`src/rtl/gse_pkg.sv`:
```
// shared types and constants for the gray sobel edge stream unit
`default_nettype none

package gse_pkg;

  // one gray or colour sample
  typedef logic [7:0] pix_t;

  // 3x3 window, index row*3 + col, row 0 on top, col 2 newest
  typedef logic [8:0][7:0] win_t;

  // gray weights in units of 1/256
  localparam logic [15:0] GRAY_B = 16'd18;
  localparam logic [15:0] GRAY_G = 16'd183;
  localparam logic [15:0] GRAY_R = 16'd54;

  // largest magnitude that fits the result
  localparam logic [10:0] MAG_MAX = 11'd255;

  // register indexes
  localparam logic REG_WIDTH  = 1'b0;
  localparam logic REG_HEIGHT = 1'b1;

  // per-beat control carried from the address stage to the window stage
  typedef struct packed {
    logic wr_en;      // line stores take the beat (not a flush beat)
    logic emit;       // beat produces a result
    logic sobel_sel;  // interior position, use the kernel
    logic last;       // last result of the frame
  } s1_ctrl_t;

endpackage

`default_nettype wire

```
`src/rtl/gse_sobel.sv`:
```
// sobel kernel on a 3x3 gray window with saturated magnitude
`default_nettype none

module gse_sobel
  import gse_pkg::*;
(
  input  win_t win,
  output pix_t mag
);

  logic [9:0]         gx_pos;
  logic [9:0]         gx_neg;
  logic [9:0]         gy_pos;
  logic [9:0]         gy_neg;
  logic [9:0]         gx_abs;
  logic [9:0]         gy_abs;
  logic [10:0]        sum;

  // weighted column and row sums
  assign gx_pos = {2'b0, win[2]} + {1'b0, win[5], 1'b0} + {2'b0, win[8]};
  assign gx_neg = {2'b0, win[0]} + {1'b0, win[3], 1'b0} + {2'b0, win[6]};
  assign gy_pos = {2'b0, win[0]} + {1'b0, win[1], 1'b0} + {2'b0, win[2]};
  assign gy_neg = {2'b0, win[6]} + {1'b0, win[7], 1'b0} + {2'b0, win[8]};

  // absolute differences
  assign gx_abs = (gx_pos >= gx_neg) ? (gx_pos - gx_neg) : (gx_neg - gx_pos);
  assign gy_abs = (gy_pos >= gy_neg) ? (gy_pos - gy_neg) : (gy_neg - gy_pos);

  // magnitude with saturation
  assign sum = {1'b0, gx_abs} + {1'b0, gy_abs};
  assign mag = (sum > MAG_MAX) ? MAG_MAX[7:0] : sum[7:0];

endmodule

`default_nettype wire

```
`config.mk`:
```
export PLATFORM = sky130hd
export DESIGN_NAME = gse_sobel
export DESIGN_NICKNAME = d
export VERILOG_FILES = /design/src/rtl/gse_pkg.sv /design/src/rtl/gse_sobel.sv
export SDC_FILE = /design/constraint.sdc
export NUM_CORES = 1
export LEC_CHECK = 0
export BUFFER_PORTS_ARGS = -buffer_cell sky130_fd_sc_hd__buf_4
export CAP_MARGIN = 20
export CORE_MARGIN = 4
export CORE_UTILIZATION = 60
export DETAILED_ROUTE_END_ITERATION = 8
export PLACE_DENSITY = 0.85
export SLEW_MARGIN = 20
export SYNTH_ARGS = -nofsm -noshare
export SYNTH_HDL_FRONTEND = slang
export SYNTH_SLANG_ARGS = --single-unit
```
`constraint.sdc`:
```
create_clock -name vclk -period 5.28
set_input_delay 0 -clock vclk [all_inputs]
set_output_delay 0 -clock vclk [all_outputs]
set_load 0.02 [all_outputs]
```
==> summary.md <==
| Metric | Value |
|---|---|
| Post-Route WL | `11600 um` |
| Top Ports | `80` |
| Antenna violations before repair | `0` |
| Placer Congestion | `0.898` |
| Via count | `4100` |
| Critical path required time | `5.28 ns` |
| CORE AREA | `6790 um2` |
| Number of fill cells in the layout | `408` |
| Ranking of synthesized cells by area | `ha_1 (25%), fa_1 (18%), inv_1 (8.2%), xnor2_1 (5.8%), xor2_1 (5.8%)` |
| Share of the synthesized area in the top cell type | `25.0%` |
| Top-count cell post-synth | `inv_1` |
| Slew Limit Fails | `0` |
| Vias in the first global route | `3911` |
| TritonRoute pass-1 iters | `5` |
| Synth Instances | `519` |
| Starting Density | `62.0%` |
| Final instance area | `5440 um2` |
| Tmin final | `5.18 ns` |
| First-pass GRT wire length | `17700 um` |
| Vias per cell | `5.75` |
| Drt wl/cell | `16.2 um` |
| Post-Syn Nets | `712` |
| Die area | `8420 um2` |
| Clock buf count | `0` |
| Multi-input gate area | `4120 um2` |
| Register Area | `0 um2` |
| DRC viols | `0` |
| Critical Path Max Stage Delay | `0.45 ns` |
| FFs & Latches | `0` |
| Status | `completed` |
| CP arrival | `5.18 ns` |
| Placed inst area | `4970 um2` |
| # diodes | `0` |
| Die Height | `91.8 um` |
| Crit. End Element | `output port` |
| Worst-path maximum fanout | `8` |
| Post-synth top area cell | `ha_1` |
| Sequential area share after synthesis | `0%` |
| Grt ovf | `0` |
| Num rows | `30` |
| Chip width | `91.8 um` |
| Hold path depth | `7` |
| Tcrit/Tclk final | `98.1%` |
| Share of cells above drive strength 1 | `29.8%` |
| Critical path class | `input pin to output port` |
| Max Cap Viol | `0` |
| Endpoints failing setup | `0` |
| Commonest cells post-synth | `inv_1 (92), ha_1 (84), a21oi_1 (39)` |
| Iter 0 DRT Violations | `253` |
| Antenna viol nets, final | `0` |
| Mean Syn Cell Area | `8.11 um2` |
| Synth unique cells | `56` |
| Fin. Hold Viols | `0` |
| Number of port buffers | `72` |
| Cts-stage hold buffer count | `0` |
| Dpl hpwl | `9510 um` |
| Pin slew with the least headroom to its limit | `0.447 ns` |
| Post-Syn Area | `4210 um2` |
| Tot GR Track Use | `24.9%` |
| Max_slew headroom | `69.8%` |
| Worst hold-check path type | `input pin to output port` |
| Largest net degree at the start of global routing | `12` |
| CP Launch Type | `input pin` |
| Nets | `812` |
| Critical-path top delay cell | `fa_1` |
| YS warnings | `0` |
| Highest Clock Rate | `193 MHz` |
| Area grow syn2layout | `29.1%` |
==> layout by cell type, fill, tap and decap left out, types with 15 or more instances in the layout <==
| master | synthesis | routed |
|---|---|---|
| a21o_1 | 18 | 18 |
| a21oi_1 | 39 | 24 |
| a21oi_2 | 1 | 15 |
| buf_4 | 2 | 98 |
| fa_1 | 37 | 33 |
| ha_1 | 84 | 74 |
| inv_1 | 92 | 85 |
| nor2_1 | 33 | 27 |
| o21ai_0 | 22 | 18 |
| xnor2_1 | 28 | 27 |
| xor2_1 | 28 | 24 |
==> critical path, delay by kind of cell <==
kind,cells,cell delay (ns)
AO/OA/AOI/OAI,9,1.45
XOR/XNOR,2,0.22
adder cells (fa/ha/maj),5,1.76
buffers and inverters,6,0.53
multiplexers,1,0.21
AND/OR/NAND/NOR,6,1.00
==> layout make-up <==
| type | count | area share, % |
|---|---|---|
| repair buffers | 108 | 15.5 |
| multi-input cells | 417 | 75.8 |
| inverters | 92 | 6.45 |
| well taps | 96 | 2.21 |
==> kinds of logic after synthesis <==
family	synth area share (%)
fa+ha+maj	42.6
buf+inv	9.63
compound gates	21.7
simple gates	11.5
mux	2.91
xor+xnor	11.6
==> path summary, 6_finish.rpt <==
kind     from  slack (ns)      to
max    win[1]        0.10  mag[6]
min   win[64]        0.89  mag[0]
==> per-layer routing <==
metal  routed length (um)  part of all wire, %  GRT usage [%]  up-vias
li1                     -                    -              -     1952
met1                 4820                   42           31.6     1912
met2                 5650                   49           44.6      206
met3                  693                  6.0           1.48       30
met4                  395                  3.4           8.79        0
met5                    0                    0              0        -
==> repair_timing <==
| action | in CTS | in global routing |
|---|---|---|
| cloned | 0 | 1 |
| setup buffers | 0 | 15 |
| endpoints found under the hold margin | 0 | 0 |
| endpoints found under the setup margin | 8 | 8 |
| resized for setup | 7 | 83 |
| pin swaps | 2 | 50 |
==> through the flow <==
| step | instances | hold WS [ns] | setup TNS (ns) | util, % | setup slack [ns] |
|---|---|---|---|---|---|
| 2_1_floorplan | 519 | 0.696 | 0 | - | 0.200 |
| 3_3_place_gp | 698 | 0.880 | -0.240 | 73.1 | -0.0362 |
| 3_5_place_dp | 698 | 0.876 | -1.17 | 73.1 | -0.168 |
| 4_1_cts | 698 | 0.880 | 0 | 73.5 | 0.0237 |
| 5_1_grt | 713 | 0.934 | -0.714 | 80.0 | -0.103 |
| 6_report | 713 | 0.895 | 0 | 80.0 | 0.103 |
Power is left out: the tool's default activity adds up to more than one toggle a clock period on the data nets, which glitch-free logic cannot reach.
